--- config.mk ---
export PLATFORM = sky130hd
export DESIGN_NAME = pad_source_index
export DESIGN_NICKNAME = d
export VERILOG_FILES = /design/src/design/psi_pkg.sv /design/src/design/psi_front.sv /design/src/design/psi_fold.sv /design/src/design/psi_index.sv /design/src/design/pad_source_index.sv
export SDC_FILE = /design/constraint.sdc
export NUM_CORES = 2
export LEC_CHECK = 0
export ABC_AREA = 1
export BUFFER_PORTS_ARGS = -buffer_cell sky130_fd_sc_hd__buf_4
export CAP_MARGIN = 10
export CORE_UTILIZATION = 59
export DETAILED_ROUTE_END_ITERATION = 10
export HOLD_SLACK_MARGIN = 0.03
export PLACE_DENSITY_LB_ADDON = 0.08
export SETUP_SLACK_MARGIN = 0.15
export SYNTH_ARGS = -nofsm -noshare
export SYNTH_HDL_FRONTEND = slang
export SYNTH_SLANG_ARGS = --single-unit
--- constraint.sdc ---
create_clock -name clk_i -period 7.05 [get_ports clk_i]
set_input_delay 0 -clock clk_i [delete_from_list [all_inputs] [get_ports clk_i]]
set_output_delay 0 -clock clk_i [all_outputs]
set_load 0.05 [all_outputs]
--- src/design/psi_pkg.sv ---
// Shared constants, types and helper functions for the pad source index block.
`default_nettype none

package psi_pkg;

  localparam int unsigned MAX_CHANNELS = 1024;
  localparam int unsigned MAX_FRAMES   = 256;
  localparam int unsigned MAX_SIDE     = 1024;
  localparam int unsigned MAX_PAD      = 16;

  // Field widths of the stream words
  localparam int unsigned CHAN_W  = 10;
  localparam int unsigned FRAME_W = 9;
  localparam int unsigned POS_W   = 11;
  localparam int unsigned IDX_W   = 38;

  // Register widths
  localparam int unsigned NC_W   = 11;
  localparam int unsigned NF_W   = 9;
  localparam int unsigned SIDE_W = 11;
  localparam int unsigned PAD_W  = 5;
  localparam int unsigned MODE_W = 2;

  localparam int unsigned IN_TDATA_W  = ((CHAN_W + FRAME_W + 2 * POS_W + 7) / 8) * 8;
  localparam int unsigned OUT_TDATA_W = ((IDX_W + 7) / 8) * 8;
  localparam int unsigned OUT_TUSER_W = 2;
  localparam int unsigned USER_ZERO   = 0;
  localparam int unsigned USER_ERR    = 1;

  localparam int unsigned APB_AW = 5;
  localparam int unsigned APB_DW = 32;

  // Internal widths
  localparam int unsigned TOT_W  = NF_W + 1;
  localparam int unsigned EXT_W  = SIDE_W + 1;
  localparam int unsigned PER_W  = SIDE_W + 1;
  // Quotient bits of the reflect fold: worst case is a two-sample side
  localparam int unsigned QBITS  = $clog2((MAX_PAD + 1) / 2 + 1);
  localparam int unsigned DIV_W  = PER_W + QBITS - 1;
  localparam int unsigned SRC_W  = SIDE_W - 1;
  localparam int unsigned T1_W   = CHAN_W + NF_W;
  localparam int unsigned T2_W   = T1_W + SIDE_W;
  localparam int unsigned PROD_W = T2_W + SIDE_W;

  typedef enum logic [MODE_W-1:0] {
    MODE_ZEROS     = 2'd0,
    MODE_REFLECT   = 2'd1,
    MODE_REPLICATE = 2'd2
  } mode_e;

  typedef enum logic [2:0] {
    REG_NUM_CHANNELS = 3'd0,
    REG_NUM_FRAMES   = 3'd1,
    REG_SRC_HEIGHT   = 3'd2,
    REG_SRC_WIDTH    = 3'd3,
    REG_PAD_FRONT    = 3'd4,
    REG_PAD_BACK     = 3'd5,
    REG_PAD_SIDE     = 3'd6,
    REG_PAD_MODE     = 3'd7
  } reg_idx_e;

  // Effective (saturated) configuration
  typedef struct packed {
    logic [NC_W-1:0]   nc;
    logic [NF_W-1:0]   nf;
    logic [SIDE_W-1:0] h;
    logic [SIDE_W-1:0] w;
    logic [PAD_W-1:0]  pf;
    logic [PAD_W-1:0]  pb;
    logic [PAD_W-1:0]  ps;
    logic [MODE_W-1:0] mode;
  } cfg_t;

  // One spatial axis before folding
  typedef struct packed {
    logic [POS_W-1:0] a;     // |pos - pad|, reduced in place during the fold
    logic             lo;    // position lies before the first sample
    logic             inr;   // position maps straight onto the source
  } ax_t;

  typedef struct packed {
    logic [CHAN_W-1:0] chan;
    logic [NF_W-1:0]   sf;
    logic              err;
    ax_t               row;
    ax_t               col;
  } s1_t;

  typedef struct packed {
    logic [T1_W-1:0] t1;
    logic            err;
    ax_t             row;
    ax_t             col;
  } s2_t;

  typedef struct packed {
    logic [T1_W-1:0]  t1;
    logic             err;
    logic             zero;
    logic [SRC_W-1:0] sr;
    logic [SRC_W-1:0] sc;
  } s3_t;

  typedef struct packed {
    logic [T2_W-1:0]  t2;
    logic             err;
    logic             zero;
    logic [SRC_W-1:0] sc;
  } s4_t;

  typedef struct packed {
    logic [SRC_W-1:0] val;
    logic             zero;
  } map_t;

  function automatic ax_t axis_pre(input logic [POS_W-1:0] pos,
                                   input logic [PAD_W-1:0] pad,
                                   input logic [SIDE_W-1:0] size);
    ax_t              ax;
    logic [POS_W-1:0] p_ext;
    p_ext  = POS_W'(pad);
    ax.lo  = pos < p_ext;
    ax.a   = ax.lo ? (p_ext - pos) : (pos - p_ext);
    ax.inr = !ax.lo && (SIDE_W'(ax.a) < size);
    return ax;
  endfunction

  function automatic logic [PER_W-1:0] period_of(input logic [SIDE_W-1:0] size);
    logic [PER_W-1:0] p;
    p = PER_W'(size - SIDE_W'(1)) << 1;
    return p;
  endfunction

  // One restoring step of the remainder
  function automatic logic [POS_W-1:0] div_step(input logic [POS_W-1:0] r,
                                                input logic [DIV_W-1:0] d);
    logic [POS_W-1:0] res;
    res = (DIV_W'(r) >= d) ? (r - POS_W'(d)) : r;
    return res;
  endfunction

  function automatic map_t axis_map(input ax_t ax,
                                    input logic [SIDE_W-1:0] size,
                                    input logic [MODE_W-1:0] mode);
    map_t             m;
    logic [PER_W-1:0] per;
    per    = period_of(size);
    m.val  = '0;
    m.zero = 1'b0;
    if (ax.inr) begin
      m.val = SRC_W'(ax.a);
    end else begin
      case (mode)
        MODE_REFLECT: begin
          if (size == SIDE_W'(1)) begin
            m.val = '0;
          end else if (SIDE_W'(ax.a) >= size) begin
            m.val = SRC_W'(per - PER_W'(ax.a));
          end else begin
            m.val = SRC_W'(ax.a);
          end
        end
        MODE_REPLICATE: begin
          m.val = ax.lo ? '0 : SRC_W'(size - SIDE_W'(1));
        end
        default: begin
          m.zero = 1'b1;
        end
      endcase
    end
    return m;
  endfunction

endpackage

`default_nettype wire

--- src/design/psi_front.sv ---
// Stage one: range check, frame clamp and axis offsets.
`default_nettype none

module psi_front
  import psi_pkg::*;
(
  input  logic               clk_i,
  input  logic               rst_ni,
  input  cfg_t               cfg_i,
  input  logic               in_vld_i,
  output logic               in_rdy_o,
  input  logic [CHAN_W-1:0]  chan_i,
  input  logic [FRAME_W-1:0] frame_i,
  input  logic [POS_W-1:0]   row_i,
  input  logic [POS_W-1:0]   col_i,
  output logic               out_vld_o,
  input  logic               out_rdy_i,
  output s1_t                out_o
);

  logic             vld_q;
  s1_t              s1_d, s1_q;
  logic [TOT_W-1:0] tot;
  logic [EXT_W-1:0] ext_h, ext_w;
  logic [NF_W-1:0]  fr_off;

  assign in_rdy_o = !vld_q || out_rdy_i;

  always_comb begin
    tot    = TOT_W'(cfg_i.nf) + TOT_W'(cfg_i.pf) + TOT_W'(cfg_i.pb);
    ext_h  = EXT_W'(cfg_i.h) + (EXT_W'(cfg_i.ps) << 1);
    ext_w  = EXT_W'(cfg_i.w) + (EXT_W'(cfg_i.ps) << 1);
    fr_off = NF_W'(frame_i) - NF_W'(cfg_i.pf);

    s1_d.chan = chan_i;
    s1_d.err  = (NC_W'(chan_i) >= cfg_i.nc) || (TOT_W'(frame_i) >= tot) ||
                (EXT_W'(row_i) >= ext_h) || (EXT_W'(col_i) >= ext_w);

    // Frames always replicate the edge frame
    if (NF_W'(frame_i) < NF_W'(cfg_i.pf)) begin
      s1_d.sf = '0;
    end else if (fr_off >= cfg_i.nf) begin
      s1_d.sf = cfg_i.nf - NF_W'(1);
    end else begin
      s1_d.sf = fr_off;
    end

    s1_d.row = axis_pre(row_i, cfg_i.ps, cfg_i.h);
    s1_d.col = axis_pre(col_i, cfg_i.ps, cfg_i.w);
  end

  always_ff @(posedge clk_i or negedge rst_ni) begin
    if (!rst_ni) begin
      vld_q <= 1'b0;
    end else if (in_rdy_o) begin
      vld_q <= in_vld_i;
    end
  end

  always_ff @(posedge clk_i) begin
    if (in_rdy_o && in_vld_i) begin
      s1_q <= s1_d;
    end
  end

  assign out_vld_o = vld_q;
  assign out_o     = s1_q;

endmodule

`default_nettype wire

--- src/design/psi_fold.sv ---
// Stages two and three: reflect remainder, axis mapping and channel-frame product.
`default_nettype none

module psi_fold
  import psi_pkg::*;
(
  input  logic clk_i,
  input  logic rst_ni,
  input  cfg_t cfg_i,
  input  logic in_vld_i,
  output logic in_rdy_o,
  input  s1_t  in_i,
  output logic out_vld_o,
  input  logic out_rdy_i,
  output s3_t  out_o
);

  logic             s2_vld_q, s3_vld_q;
  logic             rdy2, rdy3;
  s2_t              s2_d, s2_q;
  s3_t              s3_d, s3_q;
  logic [PER_W-1:0] per_h, per_w;
  map_t             mr, mc;

  assign rdy3     = !s3_vld_q || out_rdy_i;
  assign rdy2     = !s2_vld_q || rdy3;
  assign in_rdy_o = rdy2;

  assign per_h = period_of(cfg_i.h);
  assign per_w = period_of(cfg_i.w);

  // Upper quotient bits of the remainder, plus the channel-frame term
  always_comb begin
    s2_d.t1  = T1_W'(in_i.chan) * T1_W'(cfg_i.nf) + T1_W'(in_i.sf);
    s2_d.err = in_i.err;
    s2_d.row = in_i.row;
    s2_d.col = in_i.col;
    for (int k = QBITS - 1; k >= QBITS / 2; k--) begin
      if (!in_i.row.inr) begin
        s2_d.row.a = div_step(s2_d.row.a, DIV_W'(per_h) << k);
      end
      if (!in_i.col.inr) begin
        s2_d.col.a = div_step(s2_d.col.a, DIV_W'(per_w) << k);
      end
    end
  end

  // Lower quotient bits, then fold and pick the source position
  always_comb begin
    s3_d.t1  = s2_q.t1;
    s3_d.err = s2_q.err;
    mr       = '0;
    mc       = '0;
    begin : lower_steps
      ax_t rx, cx;
      rx = s2_q.row;
      cx = s2_q.col;
      for (int k = QBITS / 2 - 1; k >= 0; k--) begin
        if (!rx.inr) begin
          rx.a = div_step(rx.a, DIV_W'(per_h) << k);
        end
        if (!cx.inr) begin
          cx.a = div_step(cx.a, DIV_W'(per_w) << k);
        end
      end
      mr = axis_map(rx, cfg_i.h, cfg_i.mode);
      mc = axis_map(cx, cfg_i.w, cfg_i.mode);
    end
    s3_d.zero = s2_q.err || mr.zero || mc.zero;
    s3_d.sr   = mr.val;
    s3_d.sc   = mc.val;
  end

  always_ff @(posedge clk_i or negedge rst_ni) begin
    if (!rst_ni) begin
      s2_vld_q <= 1'b0;
      s3_vld_q <= 1'b0;
    end else begin
      if (rdy2) begin
        s2_vld_q <= in_vld_i;
      end
      if (rdy3) begin
        s3_vld_q <= s2_vld_q;
      end
    end
  end

  always_ff @(posedge clk_i) begin
    if (rdy2 && in_vld_i) begin
      s2_q <= s2_d;
    end
    if (rdy3 && s2_vld_q) begin
      s3_q <= s3_d;
    end
  end

  assign out_vld_o = s3_vld_q;
  assign out_o     = s3_q;

endmodule

`default_nettype wire

--- src/design/psi_index.sv ---
// Stages four and five: row and column products forming the linear index.
`default_nettype none

module psi_index
  import psi_pkg::*;
(
  input  logic             clk_i,
  input  logic             rst_ni,
  input  cfg_t             cfg_i,
  input  logic             in_vld_i,
  output logic             in_rdy_o,
  input  s3_t              in_i,
  output logic             out_vld_o,
  input  logic             out_rdy_i,
  output logic [IDX_W-1:0] index_o,
  output logic             zero_o,
  output logic             err_o
);

  logic              s4_vld_q, s5_vld_q;
  logic              rdy4, rdy5;
  s4_t               s4_d, s4_q;
  logic [PROD_W-1:0] prod;
  logic [IDX_W-1:0]  index_d, index_q;
  logic              zero_q, err_q;

  assign rdy5     = !s5_vld_q || out_rdy_i;
  assign rdy4     = !s4_vld_q || rdy5;
  assign in_rdy_o = rdy4;

  always_comb begin
    s4_d.t2   = T2_W'(in_i.t1) * T2_W'(cfg_i.h) + T2_W'(in_i.sr);
    s4_d.err  = in_i.err;
    s4_d.zero = in_i.zero;
    s4_d.sc   = in_i.sc;
  end

  // Zero-filled words carry index zero
  always_comb begin
    prod    = PROD_W'(s4_q.t2) * PROD_W'(cfg_i.w) + PROD_W'(s4_q.sc);
    index_d = s4_q.zero ? '0 : prod[IDX_W-1:0];
  end

  always_ff @(posedge clk_i or negedge rst_ni) begin
    if (!rst_ni) begin
      s4_vld_q <= 1'b0;
      s5_vld_q <= 1'b0;
    end else begin
      if (rdy4) begin
        s4_vld_q <= in_vld_i;
      end
      if (rdy5) begin
        s5_vld_q <= s4_vld_q;
      end
    end
  end

  always_ff @(posedge clk_i) begin
    if (rdy4 && in_vld_i) begin
      s4_q <= s4_d;
    end
    if (rdy5 && s4_vld_q) begin
      index_q <= index_d;
      zero_q  <= s4_q.zero;
      err_q   <= s4_q.err;
    end
  end

  assign out_vld_o = s5_vld_q;
  assign index_o   = index_q;
  assign zero_o    = zero_q;
  assign err_o     = err_q;

endmodule

`default_nettype wire

--- src/design/pad_source_index.sv ---
// Throughput: one word per cycle while the output is not stalled; five register stages
// (offsets, two remainder stages, two multiply stages) each hold one word and empty
// stages close up under a stall.
// Reset (rst_ni low, asynchronous): all stage valid bits clear, sizes return to 1,
// pads and mode to 0; the block is ready on the first cycle after reset.
`default_nettype none

module pad_source_index
  import psi_pkg::*;
(
  input  logic                   clk_i,
  input  logic                   rst_ni,
  // APB configuration
  input  logic                   psel,
  input  logic                   penable,
  input  logic                   pwrite,
  input  logic [APB_AW-1:0]      paddr,
  input  logic [APB_DW-1:0]      pwdata,
  output logic [APB_DW-1:0]      prdata,
  output logic                   pready,
  // Coordinate input
  input  logic                   s_axis_tvalid,
  output logic                   s_axis_tready,
  input  logic [IN_TDATA_W-1:0]  s_axis_tdata,   // chan, out_frame, out_row, out_col, zero pad
  // Result output
  output logic                   m_axis_tvalid,
  input  logic                   m_axis_tready,
  output logic [OUT_TDATA_W-1:0] m_axis_tdata,   // source_index, zero pad
  output logic [OUT_TUSER_W-1:0] m_axis_tuser    // zero_fill, range_error
);

  logic [NC_W-1:0]   num_channels_q;
  logic [NF_W-1:0]   num_frames_q;
  logic [SIDE_W-1:0] src_height_q, src_width_q;
  logic [PAD_W-1:0]  pad_front_q, pad_back_q, pad_side_q;
  logic [MODE_W-1:0] pad_mode_q;

  reg_idx_e          reg_idx;
  logic              wr_en;
  cfg_t              cfg;

  logic              f_vld, f_rdy, x_vld, x_rdy;
  s1_t               f_data;
  s3_t               x_data;
  logic [IDX_W-1:0]  index;
  logic              zero, err;

  assign pready  = 1'b1;
  assign reg_idx = reg_idx_e'(paddr[APB_AW-1:2]);
  assign wr_en   = psel && penable && pwrite && pready;

  always_ff @(posedge clk_i or negedge rst_ni) begin
    if (!rst_ni) begin
      num_channels_q <= NC_W'(1);
      num_frames_q   <= NF_W'(1);
      src_height_q   <= SIDE_W'(1);
      src_width_q    <= SIDE_W'(1);
      pad_front_q    <= '0;
      pad_back_q     <= '0;
      pad_side_q     <= '0;
      pad_mode_q     <= MODE_ZEROS;
    end else if (wr_en) begin
      unique case (reg_idx)
        REG_NUM_CHANNELS: num_channels_q <= pwdata[NC_W-1:0];
        REG_NUM_FRAMES:   num_frames_q   <= pwdata[NF_W-1:0];
        REG_SRC_HEIGHT:   src_height_q   <= pwdata[SIDE_W-1:0];
        REG_SRC_WIDTH:    src_width_q    <= pwdata[SIDE_W-1:0];
        REG_PAD_FRONT:    pad_front_q    <= pwdata[PAD_W-1:0];
        REG_PAD_BACK:     pad_back_q     <= pwdata[PAD_W-1:0];
        REG_PAD_SIDE:     pad_side_q     <= pwdata[PAD_W-1:0];
        REG_PAD_MODE:     pad_mode_q     <= pwdata[MODE_W-1:0];
        default:          ;
      endcase
    end
  end

  always_comb begin
    unique case (reg_idx)
      REG_NUM_CHANNELS: prdata = APB_DW'(num_channels_q);
      REG_NUM_FRAMES:   prdata = APB_DW'(num_frames_q);
      REG_SRC_HEIGHT:   prdata = APB_DW'(src_height_q);
      REG_SRC_WIDTH:    prdata = APB_DW'(src_width_q);
      REG_PAD_FRONT:    prdata = APB_DW'(pad_front_q);
      REG_PAD_BACK:     prdata = APB_DW'(pad_back_q);
      REG_PAD_SIDE:     prdata = APB_DW'(pad_side_q);
      REG_PAD_MODE:     prdata = APB_DW'(pad_mode_q);
      default:          prdata = '0;
    endcase
  end

  // Size zero acts as one; sizes and pads saturate at their limits
  always_comb begin
    cfg.nc = (num_channels_q == '0) ? NC_W'(1) :
             (32'(num_channels_q) > MAX_CHANNELS) ? NC_W'(MAX_CHANNELS) : num_channels_q;
    cfg.nf = (num_frames_q == '0) ? NF_W'(1) :
             (32'(num_frames_q) > MAX_FRAMES) ? NF_W'(MAX_FRAMES) : num_frames_q;
    cfg.h  = (src_height_q == '0) ? SIDE_W'(1) :
             (32'(src_height_q) > MAX_SIDE) ? SIDE_W'(MAX_SIDE) : src_height_q;
    cfg.w  = (src_width_q == '0) ? SIDE_W'(1) :
             (32'(src_width_q) > MAX_SIDE) ? SIDE_W'(MAX_SIDE) : src_width_q;
    cfg.pf = (32'(pad_front_q) > MAX_PAD) ? PAD_W'(MAX_PAD) : pad_front_q;
    cfg.pb = (32'(pad_back_q) > MAX_PAD) ? PAD_W'(MAX_PAD) : pad_back_q;
    cfg.ps = (32'(pad_side_q) > MAX_PAD) ? PAD_W'(MAX_PAD) : pad_side_q;
    cfg.mode = pad_mode_q;
  end

  psi_front u_front (
    .clk_i     (clk_i),
    .rst_ni    (rst_ni),
    .cfg_i     (cfg),
    .in_vld_i  (s_axis_tvalid),
    .in_rdy_o  (s_axis_tready),
    .chan_i    (s_axis_tdata[CHAN_W-1:0]),
    .frame_i   (s_axis_tdata[CHAN_W +: FRAME_W]),
    .row_i     (s_axis_tdata[CHAN_W + FRAME_W +: POS_W]),
    .col_i     (s_axis_tdata[CHAN_W + FRAME_W + POS_W +: POS_W]),
    .out_vld_o (f_vld),
    .out_rdy_i (f_rdy),
    .out_o     (f_data)
  );

  psi_fold u_fold (
    .clk_i     (clk_i),
    .rst_ni    (rst_ni),
    .cfg_i     (cfg),
    .in_vld_i  (f_vld),
    .in_rdy_o  (f_rdy),
    .in_i      (f_data),
    .out_vld_o (x_vld),
    .out_rdy_i (x_rdy),
    .out_o     (x_data)
  );

  psi_index u_index (
    .clk_i     (clk_i),
    .rst_ni    (rst_ni),
    .cfg_i     (cfg),
    .in_vld_i  (x_vld),
    .in_rdy_o  (x_rdy),
    .in_i      (x_data),
    .out_vld_o (m_axis_tvalid),
    .out_rdy_i (m_axis_tready),
    .index_o   (index),
    .zero_o    (zero),
    .err_o     (err)
  );

  assign m_axis_tdata           = OUT_TDATA_W'(index);
  assign m_axis_tuser[USER_ZERO] = zero;
  assign m_axis_tuser[USER_ERR]  = err;

endmodule

`default_nettype wire

==> results.json <==
{
  "cts_tree": "built",
  "synth_edf_count": 215,
  "hp-class": "in -> async",
  "crit_path_start": "src_width_q[5]",
  "layout-drive-gt1-share_pct": 17.5,
  "gp_congestion": 0.998,
  "vias_per_cell": 5.50,
  "critPathMaxStageDelay_ns": 0.52,
  "synth_cells": 4859,
  "whs_ns": 0.0439,
  "row_count": 95,
  "ys_seq_elements": 279,
  "clkSinkCount": 279,
  "grt_max_degree": 65,
  "numPortBuffers": 114,
  "clk_latency_ns": 0.59,
  "diodes": 0,
  "cts_made_buffers": 37,
  "final_cell_mix": "nand2_1, inv_1, fa_1, buf_4, ha_1",
  "drtAntennaViolNets": 0,
  "wl_per_cell_um": 18.1,
  "fin_crit_sh_pct": 101,
  "drtIter0Drc": 2621,
  "relSlewSlack_pct": 23.9,
  "violations": "negative setup slack",
  "end_kind": "register",
  "worstPathMaxFanout": 7,
  "cap_violations": 0,
  "crit_required_ns": 7.49,
  "hold_viol_final": 0,
  "fin_skew_ns": 0.0221,
  "start_util_pct": 59.6,
  "worst_pin_slew_ns": 1.13,
  "synthDistinctLibCells": 73,
  "gr-max-usage-layer": "met2",
  "endpoint": "u_index.index_o[36]",
  "post-dp-hpwl_mm": 88.5,
  "final_common_cell": "nand2_1",
  "r2r_end": "u_index.index_o[36]",
  "status": "finished, violations left",
  "worst_r2r_startpoint": "src_width_q[5]",
  "ys_async_sr_fraction_pct": 22.9,
  "fmax_ghz": 0.140,
  "antenna_found_initial": 1,
  "drt_pass1_iterations": 6,
  "dieArea_sq_mm": 0.0687,
  "final_nets": 6295,
  "wl_mm": 112,
  "clkTransAtPathRegs_ns": 0.06,
  "critPathKind": "reg -> reg",
  "core_area_sq_mm": 0.0670,
  "grt_pass1_vias": 34100,
  "cpMostUsedCell": "nand2_2",
  "worst-r2r-cell-count": 46,
  "grt_usage_pct": 32.4,
  "htreeDepth": 2,
  "rrSetupSlack_ns": -0.1,
  "met2_usage_pct": 53.6,
  "syn-cell-area_sq_mm": 0.0399,
  "placed_cells": 5987,
  "io_pins": 169,
  "max-clock-path-buffers": 3,
  "setup_viol": 4,
  "arrival_ns": 7.59,
  "setup_slack_ns": -0.0981,
  "post-route-min-period_ns": 7.15,
  "vias": 34100,
  "grt_pass1_wl_mm": 177,
  "ys.warnings.count": 0,
  "overflow": 0,
  "critPathSlowestCell": "fa_1",
  "ys.flop_type": "edfxtp_1",
  "slew_violations": 0,
  "area_growth_syn_to_layout_pct": 18.3,
  "rsz0062_at_grt": "yes",
  "die_w_um": 262,
  "dieHeight_um": 262,
  "clockRootBuffer": "clkbuf_16",
  "seq_area_frac_synth_pct": 20.2,
  "gr-usage-met1_pct": 42.6,
  "start_kind": "register",
  "grt_util_met3_pct": 4.37,
  "syn_avg_cell_area_sq_um": 8.22,
  "final_cells": 6194,
  "drc_errors": 0
}
## synth_stat cells (all sizes together) (9+ instances only)
cell type | instances | area (sq um)
o211ai | 14 | 105
o21ai | 246 | 1240
o21bai | 14 | 105
nor2 | 332 | 1290
nand4 | 24 | 150
o22ai | 9 | 56.3
nand3 | 202 | 1110
xor2 | 113 | 990
a21oi | 220 | 1120
nand3b | 9 | 67.6
a31oi | 15 | 93.8
nor3 | 27 | 140
dfrtp | 60 | 1500
a211oi | 10 | 75.1
ha | 404 | 5050
clkbuf | 73 | 274
xnor2 | 39 | 342
nand2 | 1138 | 4530
or2 | 13 | 81.3
inv | 990 | 3720
o21a | 10 | 75.1
fa | 504 | 10100
buf | 90 | 521
edfxtp | 215 | 6460
## cells by family (layout without fill, tap and decap cells)
logic type	Yosys count	after routing	synth area share, %
flip-flops	279	279	20.2
AO/OA/AOI/OAI	590	590	8.33
XOR/XNOR	152	152	3.33
adder cells (fa/ha/maj)	908	908	37.9
buffers and inverters	1161	1600	11.4
AND/OR/NAND/NOR	1763	1764	18.7
other	2	24	0.0188
multiplexers	4	4	0.103
## layer usage
| layer | up-vias | part of all wire (%) |
|---|---|---|
| met2 | 1277 | 47 |
| met3 | 311 | 6.6 |
| met1 | 16400 | 42 |
| met5 | - | 0.012 |
| li1 | 16000 | - |
| met4 | 2 | 4.7 |
## stage by stage
| stage | area [sq um] | setup slack, ns | util, % | TNS (ns) |
|---|---|---|---|---|
| after CTS | 45500 | 0.0270 | 67.9 | 0 |
| after global routing | 47200 | -0.561 | 70.5 | -3.90 |
| after detailed placement | 43500 | -0.189 | 64.9 | -0.725 |
| final | 47200 | -0.0981 | 70.5 | -0.296 |
| after global placement | 43500 | -0.141 | 64.9 | -0.545 |
| after floorplan | 40200 | 0.138 | - | 0 |
## worst min-delay path by stage
stage / start / end / slack [ns] / cells after the start
floorplan: rst_ni / num_channels_q[10] / -0.30 / 0
global placement: rst_ni / pad_back_q[0] / 0.14 / 1
detailed placement: rst_ni / pad_back_q[0] / 0.14 / 1
CTS: psel / pad_mode_q[1] / 0.03 / 5
global route: s_axis_tdata[30] / u_front.out_o[2] / 0.06 / 4
finish: rst_ni / pad_front_q[1] / 0.04 / 2
## critical path: cells and delay by family (launching register included)
family	cells	cell delay [ns]
flip-flops	1	0.39
buffers and inverters	9	0.69
AO/OA/AOI/OAI	12	1.48
AND/OR/NAND/NOR	19	1.67
adder cells (fa/ha/maj)	6	2.77
## timing repair
| action | in CTS | in global routing |
|---|---|---|
| pin swaps | 19 | 165 |
| resized for setup | 38 | 319 |
| endpoints found under the hold margin | 158 | 0 |
| hold buffers | 60 | 0 |
| buffers inserted | 16 | 65 |
| endpoints found under the setup margin | 18 | 46 |
| gates cloned | 0 | 1 |
## final cells by class
| cell class | instances | area [sq um] |
|---|---|---|
| flip-flops and latches | 279 | 8060 |
| multi-input cells | 3442 | 28700 |
| repair buffers | 537 | 4390 |
| well taps | 873 | 1090 |
| inverters | 998 | 3780 |
| clock inverters | 18 | 194 |
| fillers | 5379 | 19800 |
| clock buffers | 47 | 1000 |
## registers in the layout, summed over array words and instances (netlist names), 9 cells and up
register,count
num_channels_q,11
src_height_q,11
src_width_q,11
u_fold.out_o,41
u_index.s4_q,42
u_index.index_o,38
u_fold.s2_q,42
num_frames_q,9
u_front.out_o,46
Power is not shown: default switching activity piles up to over one toggle a cycle in this logic, so the estimate is an artifact.
